--- config.mk ---
export PLATFORM = sky130hd
export DESIGN_NAME = brb_queue
export DESIGN_NICKNAME = d
export VERILOG_FILES = /design/src/sv/byte_ring_buffer_unit_macros.svh /design/src/sv/brb_pkg.sv /design/src/sv/brb_queue.sv
export SDC_FILE = /design/constraint.sdc
export NUM_CORES = 1
export LEC_CHECK = 0
export BUFFER_PORTS_ARGS = -buffer_cell sky130_fd_sc_hd__buf_2
export CAP_MARGIN = 20
export CORE_ASPECT_RATIO = 0.7
export CORE_MARGIN = 2
export CORE_UTILIZATION = 40
export DETAILED_ROUTE_END_ITERATION = 8
export GPL_TIMING_DRIVEN = 0
export PLACE_DENSITY = 0.59
export SYNTH_ARGS = -nofsm -noshare
export SYNTH_HDL_FRONTEND = slang
export SYNTH_SLANG_ARGS = --single-unit
--- constraint.sdc ---
create_clock -name clock -period 2.2 [get_ports clock]
set_input_delay 0.11 -clock clock [delete_from_list [all_inputs] [get_ports clock]]
set_output_delay 0.11 -clock clock [all_outputs]
set_load 0.02 [all_outputs]
--- src/sv/byte_ring_buffer_unit_macros.svh ---
// Assertion macros used by the ring buffer back end.
`ifndef BYTE_RING_BUFFER_UNIT_MACROS_SVH
`define BYTE_RING_BUFFER_UNIT_MACROS_SVH

`ifndef SYNTHESIS
`define BRB_ASSERT(lbl, clk, rst, prop, msg) \
   lbl: assert property (@(posedge clk) disable iff (rst) (prop)) else $error(msg);
`define BRB_ASSERT_IMP(lbl, clk, rst, ante, cons, msg) \
   lbl: assert property (@(posedge clk) disable iff (rst) (ante) |-> (cons)) else $error(msg);
`define BRB_ASSERT_NXT(lbl, clk, rst, ante, cons, msg) \
   lbl: assert property (@(posedge clk) disable iff (rst) (ante) |=> (cons)) else $error(msg);
`else
`define BRB_ASSERT(lbl, clk, rst, prop, msg)
`define BRB_ASSERT_IMP(lbl, clk, rst, ante, cons, msg)
`define BRB_ASSERT_NXT(lbl, clk, rst, ante, cons, msg)
`endif

`endif

--- src/sv/brb_pkg.sv ---
package brb_pkg;

   localparam int DATA_W = 8;
   localparam int LEN_W  = 7;
   localparam int CAP_W  = 13;
   localparam int FILL_W = 13;

   typedef enum logic [1:0] {
      CMD_WRITE = 2'd0,
      CMD_READ  = 2'd1,
      CMD_CLEAR = 2'd2,
      CMD_NONE  = 2'd3
   } cmd_type;

   typedef enum logic [1:0] {
      STS_OK    = 2'd0,
      STS_FULL  = 2'd1,
      STS_EMPTY = 2'd2
   } status_type;

   typedef enum logic [1:0] {
      OP_WRITE,
      OP_READ,
      OP_CLEAR
   } op_kind_type;

   typedef enum logic {
      BK_IDLE,
      BK_READ
   } back_state_type;

   // Classified command handed from the front end to the back end.
   typedef struct packed {
      op_kind_type       kind;
      logic [DATA_W-1:0] data;
      logic [LEN_W-1:0]  len;
   } op_type;

   typedef struct packed {
      logic [DATA_W-1:0] data_out;
      logic              data_valid;
      logic              last;
      status_type        status;
      logic [FILL_W-1:0] fill_level;
   } rsp_type;

   function automatic rsp_type make_rsp(input logic [DATA_W-1:0] d,
                                        input logic              v,
                                        input logic              l,
                                        input status_type        s,
                                        input logic [FILL_W-1:0] f);
      rsp_type r;
      r.data_out   = d;
      r.data_valid = v;
      r.last       = l;
      r.status     = s;
      r.fill_level = f;
      return r;
   endfunction

endpackage

--- src/sv/brb_queue.sv ---
module brb_queue (
   input  logic            clock,
   input  logic            reset,
   input  logic            push_valid,
   output logic            push_ready,
   input  brb_pkg::op_type push_data,
   output logic            pop_valid,
   input  logic            pop_ready,
   output brb_pkg::op_type pop_data
);

   brb_pkg::op_type entry_ff [2];
   logic       wr_ptr_ff, wr_ptr_in;
   logic       rd_ptr_ff, rd_ptr_in;
   logic [1:0] count_ff, count_in;
   logic       push, pop;

   assign push_ready = (count_ff != 2'd2);
   assign pop_valid  = (count_ff != 2'd0);
   assign pop_data   = entry_ff[rd_ptr_ff];
   assign push       = push_valid && push_ready;
   assign pop        = pop_valid && pop_ready;

   always_comb begin
      wr_ptr_in = push ? ~wr_ptr_ff : wr_ptr_ff;
      rd_ptr_in = pop  ? ~rd_ptr_ff : rd_ptr_ff;
      count_in  = count_ff + 2'(push) - 2'(pop);
   end

   always_ff @(posedge clock) begin
      if (reset) begin
         wr_ptr_ff <= 1'b0;
         rd_ptr_ff <= 1'b0;
         count_ff  <= 2'd0;
      end else begin
         wr_ptr_ff <= wr_ptr_in;
         rd_ptr_ff <= rd_ptr_in;
         count_ff  <= count_in;
      end
   end

   always_ff @(posedge clock) begin
      if (push) begin
         entry_ff[wr_ptr_ff] <= push_data;
      end
   end

endmodule

# ---- Yosys cells after proc, flatten, opt, wreduce, memory -nomap -nowiden
# Memory sizes are Yosys's and may differ from the RTL's. A register that Yosys moved wholly into a read port is not among the register bits.
# Cells that the tools add are included.
dict set report word_totals {
  wordCells 16
  ram_bits 34
  output_inout_bits 19
  mem_count 1
  in_bits 21
  reg_bits 4
}
dict set report op_classes {
  add_sub_neg 2
  n_reduce_logical 3
  bitwise 2
  n_eq_ne 1
  n_mux 4
}
# name depth width read_ports rd_ports_with_merged_regs wr line
set memory_table {}
lappend memory_table {entry_ff 2 17 1 1 1 brb_queue.sv:12} ;# brb_pkg::op_type entry_ff [2];
# operator count
set op_table {}
lappend op_table {{1-bit two-way mux} 4}
lappend op_table {{2-bit by 1-bit adder with 2-bit output} 1}
lappend op_table {{1-bit logical AND} 2}
lappend op_table {{2-bit != test, second input constant} 1}
lappend op_table {{1-bit inverter} 2}
lappend op_table {{2-bit nonzero test} 1}
lappend op_table {{2-bit by 1-bit subtractor with 2-bit output} 1}

# ---- Longest topological paths before layout
# Gate-level depths: netlist (run 1).
dict set report logic_depth {
  ltp_word 4
  ltp_mapped 8
  depth_no_buf 8
}

# ---- Worst setup path before layout (run 1)
# Ideal clock, no wire load.
dict set report synth_timing {
  kind {register -> register}
  from {reg count_ff[0]}
  to {mem entry_ff[0][0] (netlist name), enable pin}
  arrival_time_ns 1.378
  required_time_ns 1.810
  synth_period_minus_slack_ns 1.769
  slack_ns 0.431
  stages_incl_launch_ff 4
  setup_time_ns 0.390
  path_buffers 0
  cell_sequence {dfxtp_1 > nand2b_2 > nand2_2 > nor2_1}
}
dict set report synth_between {
  elab_chain_cells 4
}
# item line
set synth_lines {}
lappend synth_lines {{start, declared} brb_queue.sv:15} ;# logic [1:0] count_ff, count_in;
lappend synth_lines {{start signal, assigned} brb_queue.sv:38} ;# count_ff <= count_in;
lappend synth_lines {{2-bit != test} brb_queue.sv:18} ;# assign push_ready = (count_ff != 2'd2);
lappend synth_lines {{named net push_ready} brb_queue.sv:5} ;# output logic push_ready,
lappend synth_lines {{1-bit logical AND} brb_queue.sv:21} ;# assign push = push_valid && push_ready;
lappend synth_lines {{1-bit two-way mux} brb_queue.sv:43} ;# if (push) begin
lappend synth_lines {{1-bit two-way mux (not written as such)} brb_queue.sv:44} ;# entry_ff[wr_ptr_ff] <= push_data;
lappend synth_lines {{end, declared} brb_queue.sv:12}
# The timed path passes the listed nets, and every way through them passes these cells.

# ---- Worst setup path in the final report (run 1)
dict set report layout_timing {
  from {reg count_ff[0]}
  to {mem entry_ff[0][14] (netlist name), enable pin}
}
dict set report layout_between {
  elab_chain_cells 4
}
# item line
set layout_lines {}
lappend layout_lines {{2-bit != test} brb_queue.sv:18}
lappend layout_lines {{1-bit logical AND} brb_queue.sv:21}
lappend layout_lines {{1-bit two-way mux} brb_queue.sv:43}
lappend layout_lines {{1-bit two-way mux (not written as such)} brb_queue.sv:44}
# Every way passes these cells.

==> results of run 1 <==
## placed cells by master (no fill, tap or decap), drive strengths merged
cell	n
nand2b	1
dfxtp	5
or2	1
buf	41
xor2	1
inv	1
ha	2
clkinv	2
nand2	1
and3	1
clkbuf	6
nor2	5
edfxtp	34
nor2b	2
o21a	1
mux2	18
xnor2	2
## stage by stage
stage	power (uW)	cell area (um^2)	hold slack, ps	std cells
final	2080	1850	15.4	174
after global routing	2180	1850	6.33	174
after CTS	2100	1850	7.23	174
after detailed placement	1670	1770	304	166
after global placement	1660	1770	299	166
after floorplan	1480	1510	182	77
## flip-flops by register name (all words and copies together) (netlist names), named ones only
| name | count |
|---|---|
| count_ff | 2 |
| entry_ff | 34 |
| rd_ptr_ff | 1 |
| wr_ptr_ff | 1 |
## where the power goes
group | leakage (uW) | internal, uW | switching, uW | total (uW)
Clock | 0.0000403 | 216 | 217 | 433
Combinational | 0.000338 | 300 | 364 | 664
Sequential | 0.000359 | 937 | 42.1 | 979
Total | 0.000737 | 1450 | 624 | 2080
## routing by layer
layer / vias to the layer above / routed length (um) / GRT usage
met5: - / 0 / 0
met4: 0 / 48 / 0.0612
met3: 6 / 152 / 0.0507
met2: 30 / 1050 / 0.173
met1: 362 / 995 / 0.137
li1: 377 / - / -
## path summary, 6_finish.rpt
| check | start | slack (ps) | endpoint | depth (start not counted) |
|---|---|---|---|---|
| max | count_ff[0] | 530 | entry_ff[0][14] | 3 |
| min | push_data[10] | 20 | entry_ff[1][10] | 1 |
| min reg2reg | rd_ptr_ff | 530 | flop | 2 |
| max reg2reg | count_ff[0] | 530 | entry_ff[0][14] | 3 |
## cells in the mapped netlist
cell       n
xnor2_1    2
inv_1      1
dfxtp_1    5
ha_1       2
mux2_1     7
and3_1     1
nand2b_2   1
nor2_1     5
edfxtp_1  34
nor2b_1    2
o21a_2     1
nand2_2    1
buf_6      2
mux2_4    11
or2_1      1
xor2_1     1
## worst register-to-register path: cells and delay by family (launching register included)
family / cells / cell delay, ps
flip-flops: 1 / 370
AND/OR/NAND/NOR: 3 / 910
## cell type report
| class | count | area share |
|---|---|---|
| buffer | 2 | 0.0122 |
| clock buffer | 6 | 0.0392 |
| clock inverter | 2 | 0.00406 |
| inverter | 1 | 0.00203 |
| multi-input combinational | 35 | 0.197 |
| sequential | 39 | 0.606 |
| tap | 50 | 0.0338 |
| timing repair buffer | 39 | 0.105 |
## cell families (layout without fill, tap and decap cells)
group           after synthesis  count (layout)  share of synthesized area
fa+ha+maj                     2               2                     0.0166
buf+inv                       3              50                     0.0174
xor+xnor                      3               3                     0.0174
flops                        39              39                      0.742
simple gates                 11              11                     0.0389
compound gates                1               1                    0.00580
mux                          18              18                      0.162
==> flow_summary.yaml, run 1 <==
floorplanning:
  core_region_area_um2: 3580
  row_count: 18
  die_w_um: 77.4
  die_y_um: 55.4
  die-area_um2: 4290
  start_util: 0.422
  pin_count: 40
logic_synthesis:
  synth_area_per_cell_um2: 19.6
  syn_inst: 77
  synth_area_leaders: "edfxtp_1 68%, mux2_4 11%, dfxtp_1 6.6%"
  synth_area_um2: 1510
  yosys_warnings: 0
  synth_nets: 100
  yosysSeqAreaShare: 0.742
  synth_top_cell_area_share: 0.676
  synth_cell_type_count: 16
  synth-seq-cells: 39
  synth_top_cell_by_area: "edfxtp_1"
route:
  firstDrtPassIters: 4
  drc_errors: 0
  drtIter0Drc: 35
  ant_nets: 0
  wirelength_um: 2250
  vias: 775
  via_per_inst: 4.45
  post_drt_wl_per_cell_um: 12.9
timing:
  fin_worst_skew_ps: 3.24
  finalCriticalPeriod_ps: 1670
  tns_ps: 0
  worstMarginPinSlew_ps: 878
  max_freq_mhz: 600
  hold_viol_final: 0
  min_period_over_period: 0.758
  setup_viol: 0
  final_max_slew_viol_count: 0
  setup_slack_ps: 532
  slew_headroom: 0.414
  rsz0062_at_grt: "false"
finish:
  fillers: 314
  drive_gt1_frac: 0.492
  register_area_um2: 1120
  syn_to_final_growth_pct: 22.5
  multi_input_comb_area_um2: 365
  postLayoutCoreUtil: 0.517
  final_nets: 146
  antenna_cells: 0
global_routing:
  grt_pass1_wl_um: 3620
  overflow: 0
  grt_max_degree: 18
  first_global_vias: 743
  grt_use_total: 0.114
  antenna_found_initial: 0
place:
  gp_congestion: 0.618
  post-place-ws_ps: 510
  port_buffers: 39
  place_hpwl_um: 1550
job:
  cap_violations: 0
hold_path:
  worstHoldPathType: "input pin to flop"
critical_path:
  crit_chain: "nand2b_2 -> nand2_2 -> nor2_2"
  path_delay_family: "simple AND/OR/NAND/NOR gates"
  crit_path_max_incr_delay_ps: 670
  critPathLaunchType: "flop"
  critPathSlowestCell: "nor2_2"
  arrival_ps: 1570
  required_ps: 2110
  worstSetupPathType: "flop to flop"
  endpoint_kind: "flop"
  cp_max_fo: 17
  worst-path-buf-inv: 0
clocking:
  cts_setup_buffers: 0
  cts_resized: 0
  clockBufferDepth: 2
  clk_latency_ps: 280
  cts_tree: "done"
  root_buffer: "clkbuf_8"
  clkTransAtPathRegs_ps: 70
  ctsHoldBuffers: 0
  cts_buffers: 5
  h-tree-depth: 2
  clock_sinks: 39
pwr:
  vdd_drop_max_mv: 0.460
  p_leak_uw: 0.000737
  power.density_nw_per_um2: 1120
outcome:
  status: "complete, no violations"
Note: power is estimated with default switching activity, not from simulation.
==> run 2, diff against run 1 <==
Settings changed: PLACE_DENSITY 0.59 to 0.62.
Clock period 2.2 ns to 1.45 ns, I/O delays scaled along.
==> run 2 against run 1 <==
  * The run now ends with setup timing left
  * Worst setup slack worse by 560 ps
  * Clock power grew 61%
  * Via count increased by 9.3%
  * Final cell count up 11%
  * Wire length increased by 10%
  * Die area unchanged
  * Fmax is 13% higher
  * Clock skew increased by 2.5 ps
  * Sequential share of layout area fell by 7.6 points
  * Sequential power up 56%
  * Critical path type unchanged
  * Critical endpoint is now count_ff[1]
  * Largest cell class unchanged
==> flow_summary.yaml, run 2 (synthesis results as in run 1) <==
place:
  port_buffers: 39
  place_hpwl_um: 1570
  gp_congestion: 0.583
floorplanning:
  pin_count: 40
  row_count: 18
  start_util: 0.422
  die-area_um2: 4290
  core_region_area_um2: 3580
  die_y_um: 55.4
  die_w_um: 77.4
job:
  cap_violations: 0
timing:
  slew_headroom: 0.652
  final_max_slew_viol_count: 0
  rsz0062_at_grt: "true"
  fin_worst_skew_ps: 5.72
  finalCriticalPeriod_ps: 1480
  setup_slack_ps: -28.4
  worstMarginPinSlew_ps: 520
  min_period_over_period: 1.02
  tns_ps: -28.4
  setup_viol: 1
  max_freq_mhz: 676
  hold_viol_final: 0
finish:
  syn_to_final_growth_pct: 41.1
  top_register: "entry_ff"
  mostFrequentLayoutCells: "39 x buf_2, 34 x edfxtp_1, 17 x dlygate4sd3_1, 11 x mux2_4, 7 x mux2_1"
  reg_top3: "entry_ff x34, count_ff x2"
  drive_gt1_frac: 0.510
  final_common_cell: "buf_2"
  antenna_cells: 0
  fillers: 284
  final_nets: 165
  largest_reg_flops: 34
pwr:
  power_uw: 3430
  power.density_nw_per_um2: 1610
  p_leak_uw: 0.000831
  vdd_drop_max_mv: 0.734
critical_path:
  reg2reg_depth: 8
  critPathLaunchType: "flop"
  endpoint_kind: "flop"
  worstReg2RegStart: "count_ff[0]"
  timing.rr.end: "count_ff[1]"
  worstSetupPathType: "flop to flop"
  cp_max_fo: 4
  rrSetupSlack_ps: -30
  required_ps: 1630
  arrival_ps: 1660
global_routing:
  antenna_found_initial: 0
  first_global_vias: 892
  overflow: 0
  grt_pass1_wl_um: 3970
  grt_use_total: 0.126
  grt_max_degree: 18
clocking:
  clk_latency_ps: 290
  root_buffer: "clkbuf_8"
  h-tree-depth: 2
  cts_buffers: 5
  cts_tree: "done"
  clockBufferDepth: 2
  clkTransAtPathRegs_ps: 70
  clock_sinks: 39
hold_path:
  holdCritStartpoint: "reset"
  whs_path_depth: 2
  worstHoldPathType: "input pin to flop"
  min_to: "count_ff[1]"
route:
  vias: 847
  wirelength_um: 2480
  via_per_inst: 4.39
  drtIter0Drc: 18
  ant_nets: 0
  post_drt_wl_per_cell_um: 12.8
  firstDrtPassIters: 2
  drc_errors: 0
outcome:
  status: "finished, violations left"
  violations: "setup timing"
-- run 2: final cells by class --
| cell class | count | area (um^2) | share of cell area |
|---|---|---|---|
| sequential | 39 | 1130 | 0.530 |
| multi-input combinational | 35 | 424 | 0.199 |
| timing repair buffer | 59 | 405 | 0.190 |
| clock buffer | 6 | 72.6 | 0.0341 |
| tap | 50 | 62.6 | 0.0294 |
| buffer | 1 | 20.0 | 0.00940 |
| clock inverter | 2 | 12.5 | 0.00587 |
| inverter | 1 | 3.75 | 0.00176 |
-- run 2: what timing repair did --
item / in CTS / in global routing
hold buffers: 17 / 0
endpoints found under the hold margin: 34 / 0
cloned: 0 / 1
setup endpoints to repair: 45 / 17
gates resized for setup: 6 / 5
pin swaps: 1 / 0
buffers inserted: 2 / 0
-- run 2: how the worst max path moves through the flow --
stage | startpoint | to | slack [ps] | cells past startpoint
after floorplan | count_ff[0] | count_ff[1] | 1 | 8
after global placement | count_ff[0] | entry_ff[0][14] | -190 | 3
after detailed placement | count_ff[0] | entry_ff[0][14] | -200 | 3
after CTS | count_ff[1] | count_ff[1] | -50 | 7
after global routing | count_ff[0] | count_ff[1] | -100 | 8
final | count_ff[0] | count_ff[1] | -30 | 8
-- run 2: critical path: stages, from the launching register on --
cell	delay, ps
dfxtp_4	380
nand2b_4	140
nand2_4	70
ha_4	270
inv_2	40
ha_4	150
xor2_2	140
xnor2_1	140
nor2_1	50
-- run 2: stage by stage --
stage	worst slack, ps	std cells	hold WS, ps	instance area [um^2]	utilization
after floorplan	1.46	77	137	1540	-
after global placement	-190	166	261	1800	0.502
after detailed placement	-201	166	264	1800	0.502
after CTS	-45.9	192	4.87	2080	0.582
after global routing	-100	193	12.8	2130	0.595
final	-28.4	193	16.7	2130	0.595
-- run 2: report_power, final --
group | internal, uW | switching [uW]
Clock | 336 | 362
Combinational | 605 | 598
Sequential | 1430 | 93.2
Total | 2380 | 1050
-- run 2: routing by layer --
layer	wire, um	track usage	up-vias
met5	0	0	-
met1	1090	0.140	400
met3	119	0.0458	7
li1	-	-	414
met4	54	0.0689	0
met2	1220	0.212	26
