**src/sv/byte_ring_buffer_unit_macros.svh**
```systemverilog
// Assertion macros used by the ring buffer back end.
`ifndef BYTE_RING_BUFFER_UNIT_MACROS_SVH
`define BYTE_RING_BUFFER_UNIT_MACROS_SVH

`ifndef SYNTHESIS
`define BRB_ASSERT(lbl, clk, rst, prop, msg) \
   lbl: assert property (@(posedge clk) disable iff (rst) (prop)) else $error(msg);
`define BRB_ASSERT_IMP(lbl, clk, rst, ante, cons, msg) \
   lbl: assert property (@(posedge clk) disable iff (rst) (ante) |-> (cons)) else $error(msg);
`define BRB_ASSERT_NXT(lbl, clk, rst, ante, cons, msg) \
   lbl: assert property (@(posedge clk) disable iff (rst) (ante) |=> (cons)) else $error(msg);
`else
`define BRB_ASSERT(lbl, clk, rst, prop, msg)
`define BRB_ASSERT_IMP(lbl, clk, rst, ante, cons, msg)
`define BRB_ASSERT_NXT(lbl, clk, rst, ante, cons, msg)
`endif

`endif

```
**src/sv/brb_pkg.sv**
```systemverilog
package brb_pkg;

   localparam int DATA_W = 8;
   localparam int LEN_W  = 7;
   localparam int CAP_W  = 13;
   localparam int FILL_W = 13;

   typedef enum logic [1:0] {
      CMD_WRITE = 2'd0,
      CMD_READ  = 2'd1,
      CMD_CLEAR = 2'd2,
      CMD_NONE  = 2'd3
   } cmd_type;

   typedef enum logic [1:0] {
      STS_OK    = 2'd0,
      STS_FULL  = 2'd1,
      STS_EMPTY = 2'd2
   } status_type;

   typedef enum logic [1:0] {
      OP_WRITE,
      OP_READ,
      OP_CLEAR
   } op_kind_type;

   typedef enum logic {
      BK_IDLE,
      BK_READ
   } back_state_type;

   // Classified command handed from the front end to the back end.
   typedef struct packed {
      op_kind_type       kind;
      logic [DATA_W-1:0] data;
      logic [LEN_W-1:0]  len;
   } op_type;

   typedef struct packed {
      logic [DATA_W-1:0] data_out;
      logic              data_valid;
      logic              last;
      status_type        status;
      logic [FILL_W-1:0] fill_level;
   } rsp_type;

   function automatic rsp_type make_rsp(input logic [DATA_W-1:0] d,
                                        input logic              v,
                                        input logic              l,
                                        input status_type        s,
                                        input logic [FILL_W-1:0] f);
      rsp_type r;
      r.data_out   = d;
      r.data_valid = v;
      r.last       = l;
      r.status     = s;
      r.fill_level = f;
      return r;
   endfunction

endpackage

```
**src/sv/brb_if.sv**
```systemverilog
interface brb_req_if;
   logic                       valid;
   logic                       ready;
   logic [1:0]                 cmd;
   logic [brb_pkg::DATA_W-1:0] data_in;
   logic [brb_pkg::LEN_W-1:0]  read_len;

   modport source (output valid, cmd, data_in, read_len, input ready);
   modport sink   (input valid, cmd, data_in, read_len, output ready);
endinterface


```
**src/sv/brb_front.sv**
```systemverilog
module brb_front #(
   parameter int MAX_BURST = 64
) (
   brb_req_if.sink          req,
   output logic             push_valid,
   input  logic             push_ready,
   output brb_pkg::op_type  push_data
);

   localparam logic [brb_pkg::LEN_W-1:0] BURST_MAX = brb_pkg::LEN_W'(MAX_BURST);

   logic [brb_pkg::LEN_W-1:0] len_sat;

   // Command three is taken and dropped without a queue entry.
   assign req.ready = push_ready;

   always_comb begin
      len_sat = (req.read_len > BURST_MAX) ? BURST_MAX : req.read_len;
      push_data.data = req.data_in;
      push_data.len  = len_sat;
      push_data.kind = brb_pkg::OP_WRITE;
      push_valid     = 1'b0;
      case (req.cmd)
         brb_pkg::CMD_WRITE: begin
            push_data.kind = brb_pkg::OP_WRITE;
            push_valid     = req.valid;
         end
         brb_pkg::CMD_READ: begin
            push_data.kind = brb_pkg::OP_READ;
            push_valid     = req.valid;
         end
         brb_pkg::CMD_CLEAR: begin
            push_data.kind = brb_pkg::OP_CLEAR;
            push_valid     = req.valid;
         end
         default: begin
            push_valid = 1'b0;
         end
      endcase
   end

endmodule

```
**src/flat_wrapper.sv**
```systemverilog
// flat-port wrapper written by rule: the top's interface ports become plain ports
module brb_front_flat 
#(
   parameter int MAX_BURST = 64
)
  (push_valid, push_ready, push_data, req_valid, req_cmd, req_data_in, req_read_len, req_ready);
  brb_req_if req_i ();
  output logic push_valid;
  input  logic push_ready;
  output brb_pkg::op_type push_data;
  input wire logic [$bits(req_i.valid)-1:0] req_valid;
  input wire logic [$bits(req_i.cmd)-1:0] req_cmd;
  input wire logic [$bits(req_i.data_in)-1:0] req_data_in;
  input wire logic [$bits(req_i.read_len)-1:0] req_read_len;
  output wire logic [$bits(req_i.ready)-1:0] req_ready;
  assign req_i.valid = req_valid;
  assign req_i.cmd = req_cmd;
  assign req_i.data_in = req_data_in;
  assign req_i.read_len = req_read_len;
  assign req_ready = req_i.ready;
  brb_front #(.MAX_BURST(MAX_BURST)) u_core (.req(req_i), .push_valid(push_valid), .push_ready(push_ready), .push_data(push_data));
endmodule
```
**config.mk**
```make
export PLATFORM = sky130hd
export DESIGN_NAME = brb_front_flat
export DESIGN_NICKNAME = d
export VERILOG_FILES = /design/src/sv/byte_ring_buffer_unit_macros.svh /design/src/sv/brb_pkg.sv /design/src/sv/brb_if.sv /design/src/sv/brb_front.sv /design/src/flat_wrapper.sv
export SDC_FILE = /design/constraint.sdc
export NUM_CORES = 1
export LEC_CHECK = 0
export BUFFER_PORTS_ARGS = -buffer_cell sky130_fd_sc_hd__buf_4
export CELL_PAD_IN_SITES_DETAIL_PLACEMENT = 0
export CELL_PAD_IN_SITES_GLOBAL_PLACEMENT = 1
export CORE_AREA = 2 2 39 41
export DETAILED_ROUTE_END_ITERATION = 7
export DIE_AREA = 0 0 41 43
export PLACE_DENSITY_LB_ADDON = 0.08
export SLEW_MARGIN = 5
export SYNTH_ARGS = -nofsm -noshare
export SYNTH_HDL_FRONTEND = slang
export SYNTH_SLANG_ARGS = --single-unit
```
**constraint.sdc**
```tcl
create_clock -name vclk -period 0.8
set_clock_uncertainty 0.15 [all_clocks]
set_input_delay 0 -clock vclk [all_inputs]
set_output_delay 0 -clock vclk [all_outputs]
set_load 0.01 [all_outputs]
```
Yosys cells after proc, flatten, opt, wreduce, memory -nomap -nowiden
Cells that the tools add are included.
{"block": "word_totals", "regBits": 0, "rom_bits": 0, "memories": 0, "ram_bits": 0, "word_cells": 8, "latch_bits": 0, "in_bits": 19}
{"block": "op_classes", "bitwise_logic": 0, "multipliers": 0, "n_shift": 0, "n_mux": 3, "n_lt_le_gt_ge": 1, "reduce_logical": 2, "n_eq_ne": 2, "addsub": 0, "div_mod_pow": 0}
{"cell": "7-bit > comparator (second input constant)", "n": 1}
{"cell": "7-bit 2-to-1 mux", "n": 1}
{"cell": "2-bit case mux with 2 select lines", "n": 1}
{"cell": "3-bit OR reduction", "n": 1}
{"cell": "2-bit by 1-bit equality test with 1-bit output (second input constant)", "n": 1}
{"cell": "2-bit equality test (second input constant)", "n": 1}
{"cell": "2-bit zero test", "n": 1}
{"cell": "1-bit 2-to-1 mux", "n": 1}

Longest topological paths before layout
Gate-level depths: netlist of the first run.
{"block": "logic_depth", "word_depth": 3, "mapped_depth": 1, "depth_no_buf": 1}

Worst setup path before layout of the first run
Ideal clock, no wire load.
{"block": "synth_timing", "path_type": "input-to-output", "startpoint": "input req_valid", "endpoint": "output push_valid", "n_path_buf": 0, "required_ps": 650, "t_arrival_ps": 300, "setup_slack_ps": 350, "path_stages": 1, "path_cell_list": "a21boi_0"}
{"block": "synth_between", "elab_chain_len": 1}
{"item": "start: declaration", "line": "flat_wrapper.sv:11", "source": "input wire logic [$bits(req_i.valid)-1:0] req_valid;"}
{"item": "1-bit 2-to-1 mux", "line": "brb_front.sv:23", "source": "case (req.cmd)"}
{"item": "end: declaration", "line": "flat_wrapper.sv:8", "source": "output logic push_valid;"}
Every way passes these cells.

Final worst setup path of the first run
{"block": "layout_timing", "startpoint": "input req_data_in[2]", "endpoint": "output push_data[9] (netlist name)"}
{"item": "start: declaration", "line": "flat_wrapper.sv:13", "source": "input wire logic [$bits(req_i.data_in)-1:0] req_data_in;"}
{"item": "end: declaration", "line": "flat_wrapper.sv:10", "source": "output brb_pkg::op_type push_data;"}
No word-level cell between the ends.

==> flow_summary.html, run 1 <==
<table>
<tr><th>Metric</th><th>Value</th></tr>
<tr><th colspan="2">Outcome</th></tr>
<tr><td>Result of the run</td><td>completed</td></tr>
<tr><th colspan="2">Cells and area</th></tr>
<tr><td>Area growth from synthesis to layout</td><td>146.6%</td></tr>
<tr><td>Final nets</td><td>59</td></tr>
<tr><td>Most common cell after layout, fill and taps aside</td><td>buf_4</td></tr>
<tr><td>Area occupied by registers</td><td>0 um2</td></tr>
<tr><td>Number of flip-flops and latches</td><td>0</td></tr>
<tr><td>Fillcell total</td><td>157</td></tr>
<tr><td>Share of final-layout standard cells stronger than drive strength 1</td><td>52.63%</td></tr>
<tr><td>Antenna Diode Count</td><td>0</td></tr>
<tr><td>Cell Count, Final, Fillers Out</td><td>54</td></tr>
<tr><td>Most frequent cells in the layout</td><td>buf_4, dlygate4sd3_1, nor2b_1, a21boi_0</td></tr>
<tr><td>Number of clock buffers in the layout</td><td>0</td></tr>
<tr><th colspan="2">Critical path</th></tr>
<tr><td>Setup Crit Path Kind</td><td>in -&gt; out</td></tr>
<tr><td>Slowest cell on the critical path</td><td>dlygate4sd3_1</td></tr>
<tr><td>CP endpoint kind</td><td>output port</td></tr>
<tr><td>Required time of the critical path</td><td>650 ps</td></tr>
<tr><td>Largest fanout on the critical path</td><td>1</td></tr>
<tr><td>WP data arrival</td><td>580 ps</td></tr>
<tr><td>Maximum single-stage delay on the critical path</td><td>580 ps</td></tr>
<tr><td>Crit start category</td><td>primary input</td></tr>
<tr><td>Family with the most delay on the worst path</td><td>buffers and inverters</td></tr>
<tr><td>Buffering stage count on the worst path with inverters included</td><td>1</td></tr>
<tr><td>List of cells traversed by the critical path</td><td>dlygate4sd3_1</td></tr>
<tr><th colspan="2">Global routing</th></tr>
<tr><td>Total routing resource utilization after global routing</td><td>4.695%</td></tr>
<tr><td>Global-route wire length before repair</td><td>607 um</td></tr>
<tr><td>Vias in the first global route</td><td>139</td></tr>
<tr><td>Antenna violations before repair</td><td>0</td></tr>
<tr><td>Total overflow reported by the global router</td><td>0</td></tr>
<tr><td>Pin count of the biggest net entering global routing</td><td>8</td></tr>
<tr><th colspan="2">Routing</th></tr>
<tr><td>Post-DRT Antenna Nets</td><td>0</td></tr>
<tr><td>Drt via density</td><td>3.278</td></tr>
<tr><td>Average wire per standard cell</td><td>8.630 um</td></tr>
<tr><td>Count of TritonRoute iterations in the first routing pass</td><td>1</td></tr>
<tr><td>Detailed-route DRC error count</td><td>0</td></tr>
<tr><td>Routed WL</td><td>466 um</td></tr>
<tr><td>Number of DRC markers in iteration 0</td><td>0</td></tr>
<tr><td>Via total after detailed routing</td><td>177</td></tr>
<tr><th colspan="2">Floorplan</th></tr>
<tr><td>Horizontal die dimension</td><td>41 um</td></tr>
<tr><td>Core area</td><td>0.001384 mm2</td></tr>
<tr><td>Die span in y</td><td>43 um</td></tr>
<tr><td>Number of top-level design ports</td><td>38</td></tr>
<tr><td>Area of the die</td><td>0.001763 mm2</td></tr>
<tr><td>Number of standard-cell rows in the floorplan</td><td>14</td></tr>
<tr><td>Starting density of the core</td><td>9.313%</td></tr>
<tr><th colspan="2">STA</th></tr>
<tr><td>Final setup violation count</td><td>0</td></tr>
<tr><td>Setup Total Neg Slack</td><td>0 ps</td></tr>
<tr><td>Measured slew at the worst slew-check pin</td><td>154.4 ps</td></tr>
<tr><td>Number of failing hold endpoints at the final stage</td><td>0</td></tr>
<tr><td>Setup repair after global routing missed its margin</td><td>no</td></tr>
<tr><td>Crit share post-route</td><td>91.71%</td></tr>
<tr><td>Final critical-path required period</td><td>733.7 ps</td></tr>
<tr><td>Pins over their slew limit</td><td>0</td></tr>
<tr><td>Slew headroom</td><td>89.61%</td></tr>
<tr><td>Achievable Freq</td><td>1363 MHz</td></tr>
<tr><th colspan="2">Min path</th></tr>
<tr><td>Class of the tightest hold or removal check</td><td>in -&gt; out</td></tr>
<tr><th colspan="2">Place</th></tr>
<tr><td>Count of input and output buffers</td><td>20</td></tr>
<tr><td>Placed cell count</td><td>45</td></tr>
<tr><td>GP Congestion</td><td>0.5383</td></tr>
<tr><th colspan="2">Synthesis</th></tr>
<tr><td>Biggest area contributors in the synthesized netlist</td><td>buf_4, nor2b_1, a21boi_0</td></tr>
<tr><td>Area share of the largest cell type after synthesis</td><td>52.43%</td></tr>
<tr><td>Synthesized Nets</td><td>38</td></tr>
<tr><td>Sequential element share of the synthesized area</td><td>0%</td></tr>
<tr><td>Synthesized area divided by synthesized cell count</td><td>6.783 um2</td></tr>
<tr><td>Post-Syn Instances</td><td>19</td></tr>
<tr><td>Most area-hungry cell type in the Yosys netlist</td><td>buf_4</td></tr>
<tr><td>Count of warnings emitted by yosys</td><td>0</td></tr>
<tr><td>Number of distinct library cell variants in the gate-level netlist after synthesis</td><td>4</td></tr>
<tr><td>Post-synth design cell area</td><td>128.9 um2</td></tr>
<tr><th colspan="2">Power and ir drop</th></tr>
<tr><td>Leakage component of the power</td><td>0.1564 nW</td></tr>
<tr><td>Total power of the final layout</td><td>0.1636 mW</td></tr>
<tr><td>Largest voltage drop on the vdd net</td><td>0.1101 mV</td></tr>
<tr><td>Power density over the cells</td><td>514.9 mW/mm2</td></tr>
<tr><th colspan="2">Flow run</th></tr>
<tr><td>Max-capacitance violation count</td><td>0</td></tr>
</table>
## through the flow
step                setup slack [ps]  utilization [%]  hold slack (ps)  cell area [um2]
global placement               239.4            16.46           -149.9            227.7
CTS                            65.20            22.97            90.61            317.8
global route                   39.74            22.97            102.3            317.8
finish                         66.33            22.97            89.52            317.8
floorplan                      350.3                -           -103.6            128.9
detailed placement             210.7            16.46           -149.9            227.7
## worst paths after layout
check / from / slack (ps) / cells after the start / endpoint
worst max-delay path: req_data_in[2] / 70 / 1 / push_data[9]
worst min-delay path: req_read_len[6] / 90 / 2 / push_data[6]
## cell type report
type,count,area [um2],area share (%)
Tap cell,16,20.02,6.299
Multi-Input combinational cell,9,57.56,18.11
Timing Repair Buffer,29,240.2,75.59
## logic make-up after synthesis
| family | Yosys count | share of synthesized area, % |
|---|---|---|
| AO/OA/AOI/OAI | 1 | 5.827 |
| buffers and inverters | 10 | 55.33 |
| AND/OR/NAND/NOR | 8 | 38.84 |
## power by group
group	switching [mW]	leakage, nW	internal (mW)
sequential	0	0	0
combinational	0.0602	0.156	0.103
clock	0	0	0
total	0.0602	0.156	0.103
## cells in the mapped netlist
| library cell | instances |
|---|---|
| buf_4 | 9 |
| nor2b_1 | 8 |
| a21boi_0 | 1 |
| clkbuf_1 | 1 |
## routing by layer
metal	GRT usage, %	wire length (um)
met1	3.797	127
met2	10.94	293
met3	0	45
met4	0	0
met5	0	0
## repair_timing
item,CTS,global route
hold buffers,9,0
hold endpoints to repair,9,0
buffers inserted,0,0
gates resized for setup,0,0
Note: power is estimated with default switching activity, not from simulation.
==> run 2: changes to the inputs <==
Settings changed: CELL_PAD_IN_SITES_DETAIL_PLACEMENT 0 to 2, CELL_PAD_IN_SITES_GLOBAL_PLACEMENT 1 to 2.
==> run 2 against run 1 <==
Compared with the run above:
- non-clock buffer count unchanged
- global-route usage increased by 1.2 points
- sequential cell count unchanged
- wire length increased by 16%
- setup slack improved by 2.4 ps
- sequential share of layout area unchanged
- highest routed layer unchanged
- critical path depth unchanged
- largest cell class unchanged
- cell area unchanged
- first-iteration DRC count unchanged
- critical endpoint is now req_ready
==> flow_summary.html, run 2 (same netlist as run 1, synthesis figures left out) <==
<table>
<tr><th>Metric</th><th>Value</th></tr>
<tr><th colspan="2">Global routing</th></tr>
<tr><td>Antenna violations before repair</td><td>0 (unchanged)</td></tr>
<tr><td>Vias in the first global route</td><td>180 (was 139)</td></tr>
<tr><td>Total routing resource utilization after global routing</td><td>5.894% (was 4.695%)</td></tr>
<tr><td>Pin count of the biggest net entering global routing</td><td>8 (unchanged)</td></tr>
<tr><td>Global-route wire length before repair</td><td>752 um (was 607 um)</td></tr>
<tr><td>Total overflow reported by the global router</td><td>0 (unchanged)</td></tr>
<tr><th colspan="2">Routing</th></tr>
<tr><td>Drt via density</td><td>3.519 (was 3.278)</td></tr>
<tr><td>Post-DRT Antenna Nets</td><td>0 (unchanged)</td></tr>
<tr><td>Routed WL</td><td>540 um (was 466 um)</td></tr>
<tr><td>Via total after detailed routing</td><td>190 (was 177)</td></tr>
<tr><td>Detailed-route DRC error count</td><td>0 (unchanged)</td></tr>
<tr><td>Average wire per standard cell</td><td>10.00 um (was 8.630 um)</td></tr>
<tr><td>Count of TritonRoute iterations in the first routing pass</td><td>1 (unchanged)</td></tr>
<tr><td>Number of DRC markers in iteration 0</td><td>0 (unchanged)</td></tr>
<tr><th colspan="2">STA</th></tr>
<tr><td>Final critical-path required period</td><td>731.3 ps (was 733.7 ps)</td></tr>
<tr><td>Measured slew at the worst slew-check pin</td><td>160.3 ps (was 154.4 ps)</td></tr>
<tr><td>Slew headroom</td><td>89.22% (was 89.61%)</td></tr>
<tr><td>Setup repair after global routing missed its margin</td><td>no (unchanged)</td></tr>
<tr><td>Number of failing hold endpoints at the final stage</td><td>0 (unchanged)</td></tr>
<tr><td>Final setup violation count</td><td>0 (unchanged)</td></tr>
<tr><td>Achievable Freq</td><td>1367 MHz (was 1363 MHz)</td></tr>
<tr><td>Worst Hold Slack</td><td>93.87 ps (was 89.52 ps)</td></tr>
<tr><td>Setup Total Neg Slack</td><td>0 ps (unchanged)</td></tr>
<tr><td>Pins over their slew limit</td><td>0 (unchanged)</td></tr>
<tr><td>Crit share post-route</td><td>91.41% (was 91.71%)</td></tr>
<tr><th colspan="2">Cells and area</th></tr>
<tr><td>Number of flip-flops and latches</td><td>0 (unchanged)</td></tr>
<tr><td>Most common cell after layout, fill and taps aside</td><td>buf_4 (unchanged)</td></tr>
<tr><td>Most frequent cells in the layout</td><td>buf_4, dlygate4sd3_1, nor2b_1, a21boi_0 (unchanged)</td></tr>
<tr><td>Final nets</td><td>59 (unchanged)</td></tr>
<tr><td>Share of final-layout standard cells stronger than drive strength 1</td><td>52.63% (unchanged)</td></tr>
<tr><td>Area growth from synthesis to layout</td><td>146.6% (unchanged)</td></tr>
<tr><td>End-of-flow core utilization</td><td>22.97% (unchanged)</td></tr>
<tr><td>Number of clock buffers in the layout</td><td>0 (unchanged)</td></tr>
<tr><td>Antenna Diode Count</td><td>0 (unchanged)</td></tr>
<tr><td>Area occupied by registers</td><td>0 um2 (unchanged)</td></tr>
<tr><td>Fillcell total</td><td>161 (was 157)</td></tr>
<tr><th colspan="2">Critical path</th></tr>
<tr><td>Required time of the critical path</td><td>650 ps (about the same)</td></tr>
<tr><td>Stages on worst setup path</td><td>1 (unchanged)</td></tr>
<tr><td>Slowest cell on the critical path</td><td>dlygate4sd3_1 (unchanged)</td></tr>
<tr><td>Largest fanout on the critical path</td><td>1 (unchanged)</td></tr>
<tr><td>CP endpoint kind</td><td>output port (unchanged)</td></tr>
<tr><td>Crit start category</td><td>primary input (unchanged)</td></tr>
<tr><td>Buffering stage count on the worst path with inverters included</td><td>1 (unchanged)</td></tr>
<tr><td>List of cells traversed by the critical path</td><td>dlygate4sd3_1 (unchanged)</td></tr>
<tr><td>Maximum single-stage delay on the critical path</td><td>580 ps (about the same)</td></tr>
<tr><td>WP data arrival</td><td>580 ps (about the same)</td></tr>
<tr><td>Family with the most delay on the worst path</td><td>buffers and inverters (unchanged)</td></tr>
<tr><td>Setup Crit Path Kind</td><td>in -&gt; out (unchanged)</td></tr>
<tr><th colspan="2">Place</th></tr>
<tr><td>GP Congestion</td><td>0.5086 (was 0.5383)</td></tr>
<tr><td>Count of input and output buffers</td><td>20 (unchanged)</td></tr>
<tr><th colspan="2">Floorplan</th></tr>
<tr><td>Number of top-level design ports</td><td>38 (unchanged)</td></tr>
<tr><td>Area of the die</td><td>0.001763 mm2 (unchanged)</td></tr>
<tr><td>Core area</td><td>0.001384 mm2 (unchanged)</td></tr>
<tr><td>Die span in y</td><td>43 um (unchanged)</td></tr>
<tr><td>Horizontal die dimension</td><td>41 um (unchanged)</td></tr>
<tr><td>Number of standard-cell rows in the floorplan</td><td>14 (unchanged)</td></tr>
<tr><td>Starting density of the core</td><td>9.313% (unchanged)</td></tr>
<tr><th colspan="2">Min path</th></tr>
<tr><td>Class of the tightest hold or removal check</td><td>in -&gt; out (unchanged)</td></tr>
<tr><td>Depth of the worst hold-timing path</td><td>2 (unchanged)</td></tr>
<tr><th colspan="2">Power and ir drop</th></tr>
<tr><td>Power density over the cells</td><td>518.8 mW/mm2 (was 514.9 mW/mm2)</td></tr>
<tr><td>Leakage component of the power</td><td>0.1564 nW (unchanged)</td></tr>
<tr><td>Largest voltage drop on the vdd net</td><td>0.09443 mV (was 0.1101 mV)</td></tr>
<tr><th colspan="2">Outcome</th></tr>
<tr><td>Result of the run</td><td>completed (unchanged)</td></tr>
<tr><th colspan="2">Flow run</th></tr>
<tr><td>Max-capacitance violation count</td><td>0 (unchanged)</td></tr>
</table>
[run 2: final cells by class]
type,instances,area [um2],share of cell area [%]
well taps,16,20.02,6.299
multi-input cells,9,57.56,18.11
repair buffers,29,240.2,75.59
[run 2: per-layer routing]
| layer | wire length [um] | up-vias | global-route usage [%] |
|---|---|---|---|
| met5 | 0 | - | 0 |
| met4 | 0 | 0 | 0 |
| met3 | 59 | 0 | 0 |
| met2 | 332 | 20 | 12.81 |
| met1 | 148 | 84 | 5.696 |
| li1 | - | 86 | - |
[run 2: repair_timing]
| item | CTS | global route |
|---|---|---|
| gates resized for setup | 0 | 0 |
| endpoints found under the hold margin | 9 | 0 |
| hold buffers | 9 | 0 |
| buffers inserted | 0 | 0 |
[run 2: worst paths after layout]
check / from / endpoint
setup / recovery: push_ready / req_ready
hold / removal: req_read_len[6] / push_data[6]
[run 2: through the flow]
| step | setup WS (ps) | cell area (um2) | total power [mW] | std cells |
|---|---|---|---|---|
| floorplan | 350.3 | 128.9 | 0.08039 | 19 |
| global placement | 240.2 | 227.7 | 0.1160 | 45 |
| detailed placement | 212.1 | 227.7 | 0.1176 | 45 |
| CTS | 65.20 | 317.8 | 0.1676 | 54 |
| global route | 39.74 | 317.8 | 0.1793 | 54 |
| finish | 68.73 | 317.8 | 0.1649 | 54 |
[run 2: power by group]
part           switching, mW  internal [mW]  total, mW
clock                      0              0          0
sequential                 0              0          0
combinational         0.0614          0.103      0.165
total                 0.0614          0.103      0.165
==> run 3: changes to the inputs <==
Settings changed: REMOVE_ABC_BUFFERS from default to 1, SETUP_SLACK_MARGIN from default to 0.2, SKIP_LAST_GASP from default to 1.
==> run 3 against run 2 <==
Compared with the run above:
- the run now ends with hold timing left
- non-clock buffer count decreased by 9
- sequential cell count unchanged
- first-iteration DRC count unchanged
- hold slack got worse by 240 ps
- critical path type unchanged
- largest cell class unchanged
- highest routed layer unchanged
==> flow_summary.html, run 3 (same netlist as run 1, synthesis figures left out) <==
<table>
<tr><th>Metric</th><th>Value</th></tr>
<tr><th colspan="2">Power and ir drop</th></tr>
<tr><td>Power density over the cells</td><td>507.2 mW/mm2 (was 518.8 mW/mm2)</td></tr>
<tr><td>Leakage component of the power</td><td>0.1204 nW (was 0.1564 nW)</td></tr>
<tr><td>Largest voltage drop on the vdd net</td><td>0.07624 mV (was 0.09443 mV)</td></tr>
<tr><th colspan="2">Routing</th></tr>
<tr><td>Detailed-route DRC error count</td><td>0 (unchanged)</td></tr>
<tr><td>Post-DRT Antenna Nets</td><td>0 (unchanged)</td></tr>
<tr><td>Via total after detailed routing</td><td>171 (was 190)</td></tr>
<tr><td>Routed WL</td><td>552 um (was 540 um)</td></tr>
<tr><td>Count of TritonRoute iterations in the first routing pass</td><td>1 (unchanged)</td></tr>
<tr><td>Average wire per standard cell</td><td>12.27 um (was 10.00 um)</td></tr>
<tr><td>Drt via density</td><td>3.800 (was 3.519)</td></tr>
<tr><td>Number of DRC markers in iteration 0</td><td>0 (unchanged)</td></tr>
<tr><th colspan="2">Floorplan</th></tr>
<tr><td>Core area</td><td>0.001384 mm2 (unchanged)</td></tr>
<tr><td>Area of the die</td><td>0.001763 mm2 (unchanged)</td></tr>
<tr><td>Die span in y</td><td>43 um (unchanged)</td></tr>
<tr><td>Number of top-level design ports</td><td>38 (unchanged)</td></tr>
<tr><td>Starting density of the core</td><td>9.313% (unchanged)</td></tr>
<tr><td>Number of standard-cell rows in the floorplan</td><td>14 (unchanged)</td></tr>
<tr><td>Horizontal die dimension</td><td>41 um (unchanged)</td></tr>
<tr><th colspan="2">Global routing</th></tr>
<tr><td>Global-route wire length before repair</td><td>724 um (was 752 um)</td></tr>
<tr><td>Antenna violations before repair</td><td>0 (unchanged)</td></tr>
<tr><td>Vias in the first global route</td><td>159 (was 180)</td></tr>
<tr><td>Total routing resource utilization after global routing</td><td>5.694% (was 5.894%)</td></tr>
<tr><td>Pin count of the biggest net entering global routing</td><td>8 (unchanged)</td></tr>
<tr><td>Total overflow reported by the global router</td><td>0 (unchanged)</td></tr>
<tr><th colspan="2">STA</th></tr>
<tr><td>Achievable Freq</td><td>1857 MHz (was 1367 MHz)</td></tr>
<tr><td>Crit share post-route</td><td>67.32% (was 91.41%)</td></tr>
<tr><td>Final critical-path setup slack</td><td>261.4 ps (was 68.73 ps)</td></tr>
<tr><td>Final critical-path required period</td><td>538.6 ps (was 731.3 ps)</td></tr>
<tr><td>Final setup violation count</td><td>0 (unchanged)</td></tr>
<tr><td>Number of failing hold endpoints at the final stage</td><td>9 (was 0)</td></tr>
<tr><td>Slew headroom</td><td>92.35% (was 89.22%)</td></tr>
<tr><td>Measured slew at the worst slew-check pin</td><td>114.5 ps (was 160.3 ps)</td></tr>
<tr><td>Setup Total Neg Slack</td><td>0 ps (unchanged)</td></tr>
<tr><td>Setup repair after global routing missed its margin</td><td>no (unchanged)</td></tr>
<tr><td>Pins over their slew limit</td><td>0 (unchanged)</td></tr>
<tr><td>Worst Hold Slack</td><td>-149.9 ps (was 93.87 ps)</td></tr>
<tr><th colspan="2">Cells and area</th></tr>
<tr><td>Final nets</td><td>50 (was 59)</td></tr>
<tr><td>Antenna Diode Count</td><td>0 (unchanged)</td></tr>
<tr><td>Share of final-layout standard cells stronger than drive strength 1</td><td>72.41% (was 52.63%)</td></tr>
<tr><td>Area growth from synthesis to layout</td><td>78.64% (was 146.6%)</td></tr>
<tr><td>Number of flip-flops and latches</td><td>0 (unchanged)</td></tr>
<tr><td>Area occupied by registers</td><td>0 um2 (unchanged)</td></tr>
<tr><td>Most frequent cells in the layout</td><td>buf_4, nor2b_1, nor2b_2, a21boi_1 (was buf_4, dlygate4sd3_1, nor2b_1, a21boi_0)</td></tr>
<tr><td>Most common cell after layout, fill and taps aside</td><td>buf_4 (unchanged)</td></tr>
<tr><td>Number of clock buffers in the layout</td><td>0 (unchanged)</td></tr>
<tr><th colspan="2">Critical path</th></tr>
<tr><td>Slowest cell on the critical path</td><td>a21boi_1 (was dlygate4sd3_1)</td></tr>
<tr><td>List of cells traversed by the critical path</td><td>buf_4 -&gt; a21boi_1 -&gt; buf_4 (was dlygate4sd3_1)</td></tr>
<tr><td>CP endpoint kind</td><td>output port (unchanged)</td></tr>
<tr><td>Worst path most repeated cell</td><td>buf_4</td></tr>
<tr><td>Crit start category</td><td>primary input (unchanged)</td></tr>
<tr><td>WP data arrival</td><td>390 ps (was 580 ps)</td></tr>
<tr><td>Maximum single-stage delay on the critical path</td><td>140 ps (was 580 ps)</td></tr>
<tr><td>Required time of the critical path</td><td>650 ps (about the same)</td></tr>
<tr><td>Setup Crit Path Kind</td><td>in -&gt; out (unchanged)</td></tr>
<tr><td>Largest fanout on the critical path</td><td>3 (was 1)</td></tr>
<tr><th colspan="2">Place</th></tr>
<tr><td>GP Congestion</td><td>0.4466 (was 0.5086)</td></tr>
<tr><td>Worst setup slack after placement</td><td>223.6 ps (was 212.1 ps)</td></tr>
<tr><td>Count of input and output buffers</td><td>20 (unchanged)</td></tr>
<tr><th colspan="2">Min path</th></tr>
<tr><td>Class of the tightest hold or removal check</td><td>in -&gt; out (unchanged)</td></tr>
<tr><td>Depth of the worst hold-timing path</td><td>0 (was 2)</td></tr>
<tr><th colspan="2">Flow run</th></tr>
<tr><td>Max-capacitance violation count</td><td>0 (unchanged)</td></tr>
<tr><th colspan="2">Clock tree</th></tr>
<tr><td>Post-CTS setup buffer count</td><td>0 (unchanged)</td></tr>
<tr><th colspan="2">Outcome</th></tr>
<tr><td>Result of the run</td><td>complete, but fails checks (was completed)</td></tr>
<tr><td>Failing checks</td><td>hold timing</td></tr>
</table>
==> run 3: changes by cell type in the layout (fill, tap and decap cells not counted) <==
cell | previous run | this run
nor2b_2 | 0 | 1
a21boi_0 | 1 | 0
nor2b_1 | 8 | 7
dlygate4sd3_1 | 9 | 0
a21boi_1 | 0 | 1
==> run 3: critical path: cells and delay by family <==
family,cells,cell delay [ps]
compound gates,1,140
buf+inv,2,260
==> run 3: area by class of cell <==
type                       instances  area [um2]
timing repair buffer              20       150.1
fill                             173        1154
tap                               16       20.02
multi-input combinational          9       60.06
==> run 3: through the flow <==
step           hold slack [ps]  instance area, um2  util [%]  power [mW]  std cells
6_report                -149.9               230.2     16.64      0.1168         45
5_1_grt                 -149.9               230.2     16.64      0.1281         45
4_1_cts                 -149.9               227.7     16.46      0.1176         45
3_5_place_dp            -149.9               227.7     16.46      0.1172         45
3_3_place_gp            -149.9               227.7     16.46      0.1160         45
2_1_floorplan           -150.0               57.56         -     0.03093          9
==> run 3: what timing repair did <==
item / CTS / global route
endpoints found under the hold margin: 9 / 9
endpoints found under the setup margin: 0 / 2
gates resized for setup: 0 / 2
==> run 3: routing by layer <==
layer / vias up / track usage (%) / share of wire [%]
li1: 68 / - / -
met1: 69 / 4.114 / 21
met2: 34 / 9.375 / 43
met3: 0 / 7.330 / 36
met4: 0 / 0 / 0
met5: - / 0 / 0
==> run 3: worst paths after layout <==
| path | start | to | slack [ps] |
|---|---|---|---|
| max | req_cmd[1] | push_valid | 260 |
| min | push_ready | req_ready | -150 |
==> run 3: power by group <==
| group | leakage [nW] | internal (mW) | switching [mW] |
|---|---|---|---|
| Combinational | 0.120 | 0.0746 | 0.0422 |
| Clock | 0 | 0 | 0 |
| Sequential | 0 | 0 | 0 |
| Total | 0.120 | 0.0746 | 0.0422 |
